<file path="src/hdl/auto_crop_border_box_defines.svh">
// Assertion macros shared by the auto-crop border box RTL.
// Expects clk and rst_n in the scope where a macro is used.
`ifndef AUTO_CROP_BORDER_BOX_DEFINES_SVH
`define AUTO_CROP_BORDER_BOX_DEFINES_SVH

// Same-cycle implication, checked outside reset.
`define ACBB_ASSERT_NOW(label, ante, cons, msg) \
  label: assert property (@(posedge clk) disable iff (!rst_n) (ante) |-> (cons)) \
    else $error(msg);

// Next-cycle implication, checked outside reset.
`define ACBB_ASSERT_NEXT(label, ante, cons, msg) \
  label: assert property (@(posedge clk) disable iff (!rst_n) (ante) |=> (cons)) \
    else $error(msg);

`endif

</file>
<file path="src/hdl/acbb_pkg.sv">
// Package for the auto-crop border box: widths, register codes, queue entry types.
// No dependencies; used by every module of the block.
package acbb_pkg;

  localparam int CH_W       = 8;
  localparam int PIX_W      = 3 * CH_W;
  localparam int CNT_W      = 12;
  localparam int DIM_W      = 13;
  localparam int MAX_DIM    = 4096;
  localparam int Q_DEPTH    = 2;
  localparam int CFG_IDX_W  = 2;
  localparam int CFG_DATA_W = 16;
  localparam int IN_TDATA_W  = 24;
  localparam int OUT_TDATA_W = 56;

  // Configuration register indexes
  typedef enum logic [CFG_IDX_W-1:0] {
    REG_IMG_WIDTH  = 2'd0,
    REG_IMG_HEIGHT = 2'd1
  } cfg_reg_t;

  // One classified pixel handed from front to back
  typedef struct packed {
    logic [CNT_W-1:0] col;
    logic [CNT_W-1:0] row;
    logic             diff;
    logic             last;
    logic [DIM_W-1:0] w;
    logic [DIM_W-1:0] h;
  } evt_t;

  // Running content box
  typedef struct packed {
    logic             found;
    logic [CNT_W-1:0] minc;
    logic [CNT_W-1:0] maxc;
    logic [CNT_W-1:0] minr;
    logic [CNT_W-1:0] maxr;
  } box_t;

  // Finished frame waiting for result formatting
  typedef struct packed {
    box_t             box;
    logic [DIM_W-1:0] w;
    logic [DIM_W-1:0] h;
  } snap_t;

  // Clamp a programmed dimension into 1..MAX_DIM
  function automatic logic [DIM_W-1:0] eff_dim(logic [DIM_W-1:0] v);
    logic [DIM_W-1:0] r;
    r = v;
    if (v == '0) begin
      r = DIM_W'(1);
    end else if (v > DIM_W'(MAX_DIM)) begin
      r = DIM_W'(MAX_DIM);
    end
    return r;
  endfunction

endpackage

</file>
<file path="src/hdl/acbb_front.sv">
// Front end: accepts pixels, tracks raster position and background, classifies each pixel.
// Depends on acbb_pkg; feeds acbb_fifo.
module acbb_front (
  input  logic                          clk,
  input  logic                          rst_n,
  input  logic                          in_tvalid,
  output logic                          in_tready,
  input  logic [acbb_pkg::PIX_W-1:0]    pix,
  input  logic [acbb_pkg::DIM_W-1:0]    w_eff,
  input  logic [acbb_pkg::DIM_W-1:0]    h_eff,
  input  logic                          q_full,
  output logic                          q_push,
  output acbb_pkg::evt_t                q_evt
);
  import acbb_pkg::*;

  logic [CNT_W-1:0] col_r, col_nxt;
  logic [CNT_W-1:0] row_r, row_nxt;
  logic [PIX_W-1:0] bg_r, bg_nxt;
  logic             first;
  logic             last_col;
  logic             last_row;
  logic [DIM_W-1:0] col_p1;
  logic [DIM_W-1:0] row_p1;

  assign in_tready = !q_full;
  assign q_push    = in_tvalid && !q_full;

  // Classify the current pixel against the background
  always_comb begin
    first    = (col_r == '0) && (row_r == '0);
    col_p1   = {1'b0, col_r} + DIM_W'(1);
    row_p1   = {1'b0, row_r} + DIM_W'(1);
    last_col = col_p1 >= w_eff;
    last_row = row_p1 >= h_eff;
    bg_nxt   = first ? pix : bg_r;

    q_evt.col  = col_r;
    q_evt.row  = row_r;
    q_evt.diff = (pix != bg_nxt);
    q_evt.last = last_col && last_row;
    q_evt.w    = w_eff;
    q_evt.h    = h_eff;

    // Advance raster position; wrap at frame end
    col_nxt = col_r;
    row_nxt = row_r;
    if (last_col && last_row) begin
      col_nxt = '0;
      row_nxt = '0;
    end else if (last_col) begin
      col_nxt = '0;
      row_nxt = row_p1[CNT_W-1:0];
    end else begin
      col_nxt = col_p1[CNT_W-1:0];
    end
  end

  always_ff @(posedge clk) begin
    if (!rst_n) begin
      col_r <= '0;
      row_r <= '0;
      bg_r  <= '0;
    end else if (q_push) begin
      col_r <= col_nxt;
      row_r <= row_nxt;
      bg_r  <= bg_nxt;
    end
  end

endmodule

</file>
<file path="src/hdl/acbb_fifo.sv">
// Short queue of classified pixels between front and back ends.
// Depends on acbb_pkg for the entry type.
module acbb_fifo #(
  parameter int DEPTH = acbb_pkg::Q_DEPTH
) (
  input  logic           clk,
  input  logic           rst_n,
  input  logic           push,
  input  acbb_pkg::evt_t push_evt,
  output logic           full,
  input  logic           pop,
  output logic           head_valid,
  output acbb_pkg::evt_t head_evt
);
  import acbb_pkg::*;

  localparam int PW = (DEPTH > 1) ? $clog2(DEPTH) : 1;
  localparam int CW = $clog2(DEPTH + 1);

  evt_t          mem_r [DEPTH];
  logic [PW-1:0] wp_r, wp_nxt;
  logic [PW-1:0] rp_r, rp_nxt;
  logic [CW-1:0] cnt_r, cnt_nxt;
  logic          do_push;
  logic          do_pop;

  assign full       = (cnt_r == CW'(DEPTH));
  assign head_valid = (cnt_r != '0);
  assign head_evt   = mem_r[rp_r];
  assign do_push    = push && !full;
  assign do_pop     = pop && head_valid;

  // Advance pointers and occupancy
  always_comb begin
    wp_nxt  = wp_r;
    rp_nxt  = rp_r;
    cnt_nxt = cnt_r;
    if (do_push) begin
      wp_nxt = (wp_r == PW'(DEPTH - 1)) ? '0 : wp_r + PW'(1);
    end
    if (do_pop) begin
      rp_nxt = (rp_r == PW'(DEPTH - 1)) ? '0 : rp_r + PW'(1);
    end
    if (do_push && !do_pop) begin
      cnt_nxt = cnt_r + CW'(1);
    end else if (do_pop && !do_push) begin
      cnt_nxt = cnt_r - CW'(1);
    end
  end

  always_ff @(posedge clk) begin
    if (!rst_n) begin
      wp_r  <= '0;
      rp_r  <= '0;
      cnt_r <= '0;
    end else begin
      wp_r  <= wp_nxt;
      rp_r  <= rp_nxt;
      cnt_r <= cnt_nxt;
    end
  end

  // Store entry
  always_ff @(posedge clk) begin
    if (do_push) begin
      mem_r[wp_r] <= push_evt;
    end
  end

endmodule

</file>
<file path="src/hdl/acbb_back.sv">
// Back end: folds classified pixels into the content box and formats one result per frame.
// Depends on acbb_pkg and auto_crop_border_box_defines.svh; fed by acbb_fifo.
`include "auto_crop_border_box_defines.svh"
module acbb_back (
  input  logic                         clk,
  input  logic                         rst_n,
  input  logic                         head_valid,
  input  acbb_pkg::evt_t               head_evt,
  output logic                         pop,
  output logic                         out_tvalid,
  input  logic                         out_tready,
  output logic [acbb_pkg::CNT_W-1:0]   out_left,
  output logic [acbb_pkg::CNT_W-1:0]   out_top,
  output logic [acbb_pkg::DIM_W-1:0]   out_cw,
  output logic [acbb_pkg::DIM_W-1:0]   out_ch,
  output logic                         out_status
);
  import acbb_pkg::*;

  box_t             box_r, box_nxt, box_upd;
  snap_t            snap_r;
  logic             snap_v_r, snap_v_nxt;
  logic             out_v_r, out_v_nxt;
  logic [CNT_W-1:0] left_r, top_r;
  logic [DIM_W-1:0] cw_r, ch_r;
  logic             st_r;
  logic             out_free;
  logic             snap_adv;
  logic             snap_free;
  logic             frame_end;
  logic [DIM_W-1:0] cw_c, ch_c;
  logic             st_c;

  // Handshake between box, snapshot and output register
  always_comb begin
    out_free  = !out_v_r || out_tready;
    snap_adv  = snap_v_r && out_free;
    snap_free = !snap_v_r || snap_adv;
    pop       = head_valid && (!head_evt.last || snap_free);
    frame_end = pop && head_evt.last;

    snap_v_nxt = snap_v_r;
    if (frame_end) begin
      snap_v_nxt = 1'b1;
    end else if (snap_adv) begin
      snap_v_nxt = 1'b0;
    end

    out_v_nxt = out_v_r;
    if (snap_adv) begin
      out_v_nxt = 1'b1;
    end else if (out_tready) begin
      out_v_nxt = 1'b0;
    end
  end

  // Fold the popped pixel into the box
  always_comb begin
    box_upd = box_r;
    if (head_evt.diff) begin
      if (!box_r.found) begin
        box_upd.found = 1'b1;
        box_upd.minc  = head_evt.col;
        box_upd.maxc  = head_evt.col;
        box_upd.minr  = head_evt.row;
        box_upd.maxr  = head_evt.row;
      end else begin
        if (head_evt.col < box_r.minc) box_upd.minc = head_evt.col;
        if (head_evt.col > box_r.maxc) box_upd.maxc = head_evt.col;
        if (head_evt.row < box_r.minr) box_upd.minr = head_evt.row;
        if (head_evt.row > box_r.maxr) box_upd.maxr = head_evt.row;
      end
    end

    box_nxt = box_r;
    if (frame_end) begin
      box_nxt.found = 1'b0;
      box_nxt.minc  = '1;
      box_nxt.maxc  = '0;
      box_nxt.minr  = '1;
      box_nxt.maxr  = '0;
    end else if (pop) begin
      box_nxt = box_upd;
    end
  end

  // Size and status of the finished box
  always_comb begin
    cw_c = {1'b0, snap_r.box.maxc} - {1'b0, snap_r.box.minc} + DIM_W'(1);
    ch_c = {1'b0, snap_r.box.maxr} - {1'b0, snap_r.box.minr} + DIM_W'(1);
    st_c = !snap_r.box.found || (cw_c >= snap_r.w) || (ch_c >= snap_r.h);
  end

  always_ff @(posedge clk) begin
    if (!rst_n) begin
      box_r.found <= 1'b0;
      box_r.minc  <= '1;
      box_r.maxc  <= '0;
      box_r.minr  <= '1;
      box_r.maxr  <= '0;
      snap_v_r    <= 1'b0;
      out_v_r     <= 1'b0;
    end else begin
      box_r    <= box_nxt;
      snap_v_r <= snap_v_nxt;
      out_v_r  <= out_v_nxt;
    end
  end

  // Capture the frame's box on its last pixel
  always_ff @(posedge clk) begin
    if (frame_end) begin
      snap_r.box <= box_upd;
      snap_r.w   <= head_evt.w;
      snap_r.h   <= head_evt.h;
    end
  end

  // Load the result register; an empty frame reports zeros
  always_ff @(posedge clk) begin
    if (snap_adv) begin
      left_r <= snap_r.box.found ? snap_r.box.minc : '0;
      top_r  <= snap_r.box.found ? snap_r.box.minr : '0;
      cw_r   <= snap_r.box.found ? cw_c : '0;
      ch_r   <= snap_r.box.found ? ch_c : '0;
      st_r   <= st_c;
    end
  end

  assign out_tvalid = out_v_r;
  assign out_left   = left_r;
  assign out_top    = top_r;
  assign out_cw     = cw_r;
  assign out_ch     = ch_r;
  assign out_status = st_r;

  `ACBB_ASSERT_NOW(a_box_ordered, box_r.found, (box_r.minc <= box_r.maxc) && (box_r.minr <= box_r.maxr), "content box corners out of order")
  `ACBB_ASSERT_NEXT(a_frame_end_snap, frame_end, snap_v_r, "frame end did not load snapshot")
  `ACBB_ASSERT_NOW(a_valid_crop_size, out_v_r && !st_r, (cw_r != '0) && (ch_r != '0), "valid crop with zero size")

endmodule

</file>
<file path="src/hdl/auto_crop_border_box.sv">
// Auto-crop border box finder.
// Pixels enter on in_* in raster order, one per accepted transaction, red in the low
// byte of in_tdata. The frame is img_width by img_height pixels, set through the cfg_*
// write channel (index 0 width, index 1 height; the low 13 bits of cfg_data are kept,
// 0 is taken as 1, values above 4096 as 4096). cfg_ready is always high.
// The first pixel of a frame becomes the background. After the last pixel of a frame
// one result leaves on out_*: left, top, crop width and crop height in out_tdata,
// status in out_tuser (1 = nothing to crop).
// Throughput: one pixel per cycle while results drain; the front end only compares
// and counts, the back end folds one queued pixel into the box per cycle.
// out_tvalid rises once the last pixel has passed queue, snapshot and result register.
// A stalled receiver holds the result; the back end keeps folding pixels of the next
// frame and only waits when a second frame end finds the snapshot stage occupied, after
// which the two-entry queue fills and in_tready drops.
// Synchronous active-low reset clears the counters, background, box, queue and result
// valid, and sets both dimensions to 4096.
// Depends on acbb_pkg, acbb_front, acbb_fifo, acbb_back.
module auto_crop_border_box #(
  parameter int Q_DEPTH = acbb_pkg::Q_DEPTH
) (
  input  logic                                 clk,
  input  logic                                 rst_n,
  // Pixel input
  input  logic                                 in_tvalid,
  output logic                                 in_tready,
  input  logic [acbb_pkg::IN_TDATA_W-1:0]      in_tdata,   // red, green, blue
  // Result output
  output logic                                 out_tvalid,
  input  logic                                 out_tready,
  output logic [acbb_pkg::OUT_TDATA_W-1:0]     out_tdata,  // left, top, crop_width,
                                                           // crop_height, zero pad
  output logic                                 out_tuser,  // status
  // Configuration writes
  input  logic                                 cfg_valid,
  output logic                                 cfg_ready,
  input  logic [acbb_pkg::CFG_IDX_W-1:0]       cfg_index,
  input  logic [acbb_pkg::CFG_DATA_W-1:0]      cfg_data
);
  import acbb_pkg::*;

  logic [DIM_W-1:0] img_width_r;
  logic [DIM_W-1:0] img_height_r;
  logic [DIM_W-1:0] w_eff;
  logic [DIM_W-1:0] h_eff;
  logic [PIX_W-1:0] pix;
  evt_t             push_evt;
  evt_t             head_evt;
  logic             q_push;
  logic             q_full;
  logic             q_pop;
  logic             head_valid;
  logic [CNT_W-1:0] res_left;
  logic [CNT_W-1:0] res_top;
  logic [DIM_W-1:0] res_cw;
  logic [DIM_W-1:0] res_ch;
  logic             res_status;

  assign cfg_ready = 1'b1;

  // Hold frame size registers
  always_ff @(posedge clk) begin
    if (!rst_n) begin
      img_width_r  <= DIM_W'(MAX_DIM);
      img_height_r <= DIM_W'(MAX_DIM);
    end else if (cfg_valid && cfg_ready) begin
      unique case (cfg_index)
        REG_IMG_WIDTH:  img_width_r  <= cfg_data[DIM_W-1:0];
        REG_IMG_HEIGHT: img_height_r <= cfg_data[DIM_W-1:0];
        default: ;
      endcase
    end
  end

  assign w_eff = eff_dim(img_width_r);
  assign h_eff = eff_dim(img_height_r);

  // Pack pixel with red in the top byte for comparison
  assign pix = {in_tdata[CH_W-1:0], in_tdata[2*CH_W-1:CH_W], in_tdata[3*CH_W-1:2*CH_W]};

  acbb_front u_front (
    .clk       (clk),
    .rst_n     (rst_n),
    .in_tvalid (in_tvalid),
    .in_tready (in_tready),
    .pix       (pix),
    .w_eff     (w_eff),
    .h_eff     (h_eff),
    .q_full    (q_full),
    .q_push    (q_push),
    .q_evt     (push_evt)
  );

  acbb_fifo #(
    .DEPTH (Q_DEPTH)
  ) u_fifo (
    .clk        (clk),
    .rst_n      (rst_n),
    .push       (q_push),
    .push_evt   (push_evt),
    .full       (q_full),
    .pop        (q_pop),
    .head_valid (head_valid),
    .head_evt   (head_evt)
  );

  acbb_back u_back (
    .clk        (clk),
    .rst_n      (rst_n),
    .head_valid (head_valid),
    .head_evt   (head_evt),
    .pop        (q_pop),
    .out_tvalid (out_tvalid),
    .out_tready (out_tready),
    .out_left   (res_left),
    .out_top    (res_top),
    .out_cw     (res_cw),
    .out_ch     (res_ch),
    .out_status (res_status)
  );

  // Pack result fields from the lowest bit up
  assign out_tdata = {(OUT_TDATA_W - 2*CNT_W - 2*DIM_W)'(0), res_ch, res_cw, res_top, res_left};
  assign out_tuser = res_status;

endmodule
</file>
<file path="config.mk">
export PLATFORM = sky130hd
export DESIGN_NAME = auto_crop_border_box
export DESIGN_NICKNAME = d
export VERILOG_FILES = /design/src/hdl/acbb_pkg.sv /design/src/hdl/acbb_front.sv /design/src/hdl/acbb_fifo.sv /design/src/hdl/acbb_back.sv /design/src/hdl/auto_crop_border_box.sv
export VERILOG_INCLUDE_DIRS = /design/src /design/src/hdl
export SDC_FILE = /design/constraint.sdc
export NUM_CORES = 1
export LEC_CHECK = 0
export BUFFER_PORTS_ARGS = -buffer_cell sky130_fd_sc_hd__buf_2
export CORE_ASPECT_RATIO = 0.5
export CORE_MARGIN = 1.5
export CORE_UTILIZATION = 60
export DETAILED_ROUTE_END_ITERATION = 7
export PLACE_DENSITY = 0.75
export SLEW_MARGIN = 20
export SYNTH_ARGS = -nofsm -noshare
export SYNTH_HDL_FRONTEND = slang
export SYNTH_SLANG_ARGS = --single-unit
</file>
<file path="constraint.sdc">
create_clock -name clk -period 5.88 [get_ports clk]
set_input_delay 0.294 -clock clk [delete_from_list [all_inputs] [get_ports clk]]
set_output_delay 0.294 -clock clk [all_outputs]
set_load 0.1 [all_outputs]
</file>
==> run summary <==
OUTCOME
------------------------------------------------------------------------------------
Run status                                                              finished, final reports clean

PLACEMENT
------------------------------------------------------------------------------------
Area after DPL                                                           0.01882 mm²
Post-placement cell count                                                       2087
Half-perimeter wire length after detailed placement                         29160 µm
I/O Buffers                                                                       96
Weighted congestion at the end of routability-driven global placement         0.9228

YOSYS
------------------------------------------------------------------------------------
Distinct cell type count after synthesis                                          82
Yosys warns                                                                        0
Proportion of synthesized flip-flops having asynchronous set or reset              0
Main area contributors after synthesis                                  sky130_fd_sc_hd__edfxtp_1 38%, sky130_fd_sc_hd__dfxtp_1 14%, sky130_fd_sc_hd__ha_1 10%, sky130_fd_sc_hd__mux2_2 3.5%, sky130_fd_sc_hd__nand2_1 3.1%
Yosys top cell by area                                                  sky130_fd_sc_hd__edfxtp_1
Top-count cell post-synth                                               sky130_fd_sc_hd__edfxtp_1
Synthesized cell area                                                    0.01809 mm²
Most used flip-flop cell after synthesis                                sky130_fd_sc_hd__edfxtp_1
Most common library cells after synthesis                               230 x sky130_fd_sc_hd__edfxtp_1, 149 x sky130_fd_sc_hd__ha_1, 148 x sky130_fd_sc_hd__nand2_1, 147 x sky130_fd_sc_hd__inv_1, 130 x sky130_fd_sc_hd__dfxtp_1
EDFF count, synth                                                                230
Share of the yosys chip area belonging to registers                           0.5257
Mean area per synthesized cell                                             10.96 µm²
Cells after Synth                                                               1650
Portion of synthesized cell area occupied by the leading cell type            0.3818
Number of synthesized register bits                                              360

POWER AND IR DROP
------------------------------------------------------------------------------------
Static Leak                                                                 8.242 nW
Power per Cell Area                                                     502.4 mW/mm²
Clock network fraction of design power                                         0.238
Switching pwr                                                               3.889 mW
Combinational share of power                                                   0.404
Sequential power share                                                         0.358
Internal power consumption                                                  6.198 mW
Net switching share of the total power                                        0.3855
Worst ir drop on vdd                                                        241.0 µV

CLOCKING
------------------------------------------------------------------------------------
TritonCTS clock tree                                                           built
Post-cts resize count                                                              0
Latest clock arrival within the worst-skew pair                              0.54 ns
Longest Clk Path Bufs                                                              3
Cell chosen for the clock root                                          sky130_fd_sc_hd__clkbuf_16
Number of levels the H-tree was split into                                         2
TritonCTS Buffers                                                                 34
Reg clk slew, reported paths                                                 0.07 ns
Clock Sink Count                                                                 360

DIE
------------------------------------------------------------------------------------
Number of top-level pins                                                         107
Effective utilization at floorplan                                            0.6165
Die outline height                                                          125.8 µm
Area of the core region                                                  0.02934 mm²
Full die area                                                            0.03126 mm²
Core Rows                                                                         44
Chip Width                                                                  248.6 µm

SETUP PATH
------------------------------------------------------------------------------------
Class of the most critical setup path                                   register to register
Worst Path Max Fanout                                                             11
Data arrival time at the worst-slack endpoint                                4.63 ns
Endpoint kind of the worst setup timing path                                register
Critical path required time                                                  6.33 ns
Startpoint kind of the worst setup timing path                              register

FLOW RUN
------------------------------------------------------------------------------------
Max Cap Viol                                                                       0

STA
------------------------------------------------------------------------------------
Accumulated negative setup slack                                                0 ns
Pins over their slew limit                                                         0
Count of endpoints failing hold in the final timing report                         0
Post-route clock period utilization                                           0.7110
Slew at the pin closest to its max-slew limit                               1.025 ns
Highest achievable clock rate                                             0.2392 GHz
Hold slack final                                                          0.02877 ns
Final critical delay including setup and external delays                    4.180 ns
Number of setup violations in the final report                                     0
Maximum clock skew at final layout                                        0.02687 ns
RSZ-0062 raised after global routing                                              no
Rel. slew slack                                                               0.3169

DETAILED ROUTING
------------------------------------------------------------------------------------
Post-DRT Antenna Nets                                                              0
Routed wirelength normalized by instance count                              18.87 µm
Drt total wl                                                                40620 µm
Via total after detailed routing                                              12.60k
Drc violations                                                                     0
DRT iter0 DRCs                                                                  1105
Number of vias per cell after detailed routing                                 5.857
Pre-Repair DR Iteration Count                                                      7

GLOBAL ROUTING
------------------------------------------------------------------------------------
Aggregate global routing overflow                                                  0
Total routing usage reported by global routing                                0.2604
Number of global-route vias before repair                                     12.16k
First-pass GRT wire length                                                  64180 µm
Maximum number of pins on one net before global-route repair                      56
Antenna violations before repair                                                   0

CELLS AND AREA
------------------------------------------------------------------------------------
Post-layout nets                                                                1933
Layout cell share with drive strength beyond 1                                0.1437
Final design area excluding fillers                                      0.02008 mm²
Area Growth Syn to Fin                                                        10.98%
Antenna Diode Count                                                                0
Non-filler cells, final                                                         2152

WORST HOLD PATH
------------------------------------------------------------------------------------
Hold WC Path Type                                                       input pin to register

## what timing repair did
action | CTS | global route
endpoints found under the hold margin | 3 | 0
hold buffers | 3 | 0
buffers inserted | 0 | 0
## cells in the final DEF, fill, tap and decap left out, drive strengths merged, types with 10 or more instances in the layout
cell type / synthesis / layout
buf: 33 / 113
o21ai: 64 / 64
edfxtp: 230 / 230
o31ai: 27 / 27
xor2: 36 / 36
a211oi: 13 / 13
nand3: 50 / 50
a31oi: 43 / 43
and3: 10 / 10
nor4: 14 / 14
xnor2: 25 / 25
nand2: 149 / 149
ha: 149 / 149
clkbuf: 38 / 45
and2: 54 / 54
nor2: 102 / 102
mux2: 60 / 60
nor3: 31 / 31
nand4: 15 / 15
dfxtp: 130 / 130
a21oi: 87 / 87
inv: 148 / 150
mux2i: 30 / 30
a21o: 10 / 10
## registers in the layout, summed over array words and instances (netlist names), 13 cells and up, named ones only
register,flops
img_width_r,13
u_back.snap_r,75
u_back.box_r,49
u_back.out_cw,13
u_fifo.mem_r,104
u_front.bg_r,24
img_height_r,13
u_back.out_ch,13
## power by group through the flow
| stage | clock, mW | sequential (mW) | combinational, mW |
|---|---|---|---|
| 2_1_floorplan | 0 | 3.99 | 2.69 |
| 3_3_place_gp | 0 | 3.64 | 3.83 |
| 3_5_place_dp | 0 | 3.66 | 3.98 |
| 4_1_cts | 2.43 | 3.61 | 4.03 |
| 5_1_grt | 2.53 | 3.67 | 4.46 |
| 6_report | 2.40 | 3.62 | 4.07 |
## metrics by stage
stage	total power, mW	util	worst slack [ns]
detailed placement	7.647	0.6414	1.804
finish	10.09	0.6842	1.700
global route	10.66	0.6842	1.309
floorplan	6.687	-	0.6359
CTS	10.07	0.6839	1.772
global placement	7.469	0.6414	1.954
## kinds of logic (layout without fill, tap and decap cells)
group	Yosys count	in the layout	synth area share
xor gates and xnor gates	61	61	0.02953
buffers and inverters	221	327	0.05450
DFF	360	360	0.5257
adders and majority gates	151	151	0.1053
muxes	90	90	0.05533
and+or+nand+nor	462	462	0.1233
AOI/OAI and AO/OA	303	303	0.1060
other	2	7	0.0004151
## layer usage
metal  wire length, µm  track usage  vias to the layer above  share of wire
li1                  -            -                     6070              -
met1             19260       0.3863                     6012           0.47
met2             16800       0.3786                      471           0.41
met3              3943      0.07668                       51          0.097
met4               606      0.05558                        0          0.015
met5                 0            0                        -              0
## path summary, 6_finish.rpt
path	depth (start not counted)	endpoint	slack, ns	start
max reg2reg	13	u_front.row_r[1]	1.70	u_front.col_r[0]
min	3	img_width_r[0]	0.03	cfg_data[0]
max	13	u_front.row_r[1]	1.70	u_front.col_r[0]
min reg2reg	2	img_width_r[0]	0.47	img_width_r[0]
## critical path, stage by stage, from the launching register on
cell and delay [ns]:
sky130_fd_sc_hd__dfxtp_1 0.51, sky130_fd_sc_hd__ha_1 0.32, sky130_fd_sc_hd__and3_1 0.20, sky130_fd_sc_hd__nand3_1 0.18, sky130_fd_sc_hd__nor2_1 0.34, sky130_fd_sc_hd__and3_1 0.26
sky130_fd_sc_hd__and3_1 0.17, sky130_fd_sc_hd__ha_1 0.26, sky130_fd_sc_hd__a21oi_1 0.14, sky130_fd_sc_hd__o21ai_0 0.15, sky130_fd_sc_hd__o21bai_1 0.25, sky130_fd_sc_hd__a21oi_1 0.79
sky130_fd_sc_hd__o21ai_0 0.30, sky130_fd_sc_hd__o22ai_1 0.22
## layout make-up
class	instances	area (µm²)
Inverter	149	559.3
Tap cell	391	489.2
Clock inverter	17	219.0
Multi-Input combinational cell	1074	7661
Fill cell	2161	9268
Timing Repair Buffer	116	638.1
Sequential cell	360	9510
Clock buffer	45	998.5
No activity file was read; power rests on OpenSTA's default activity.
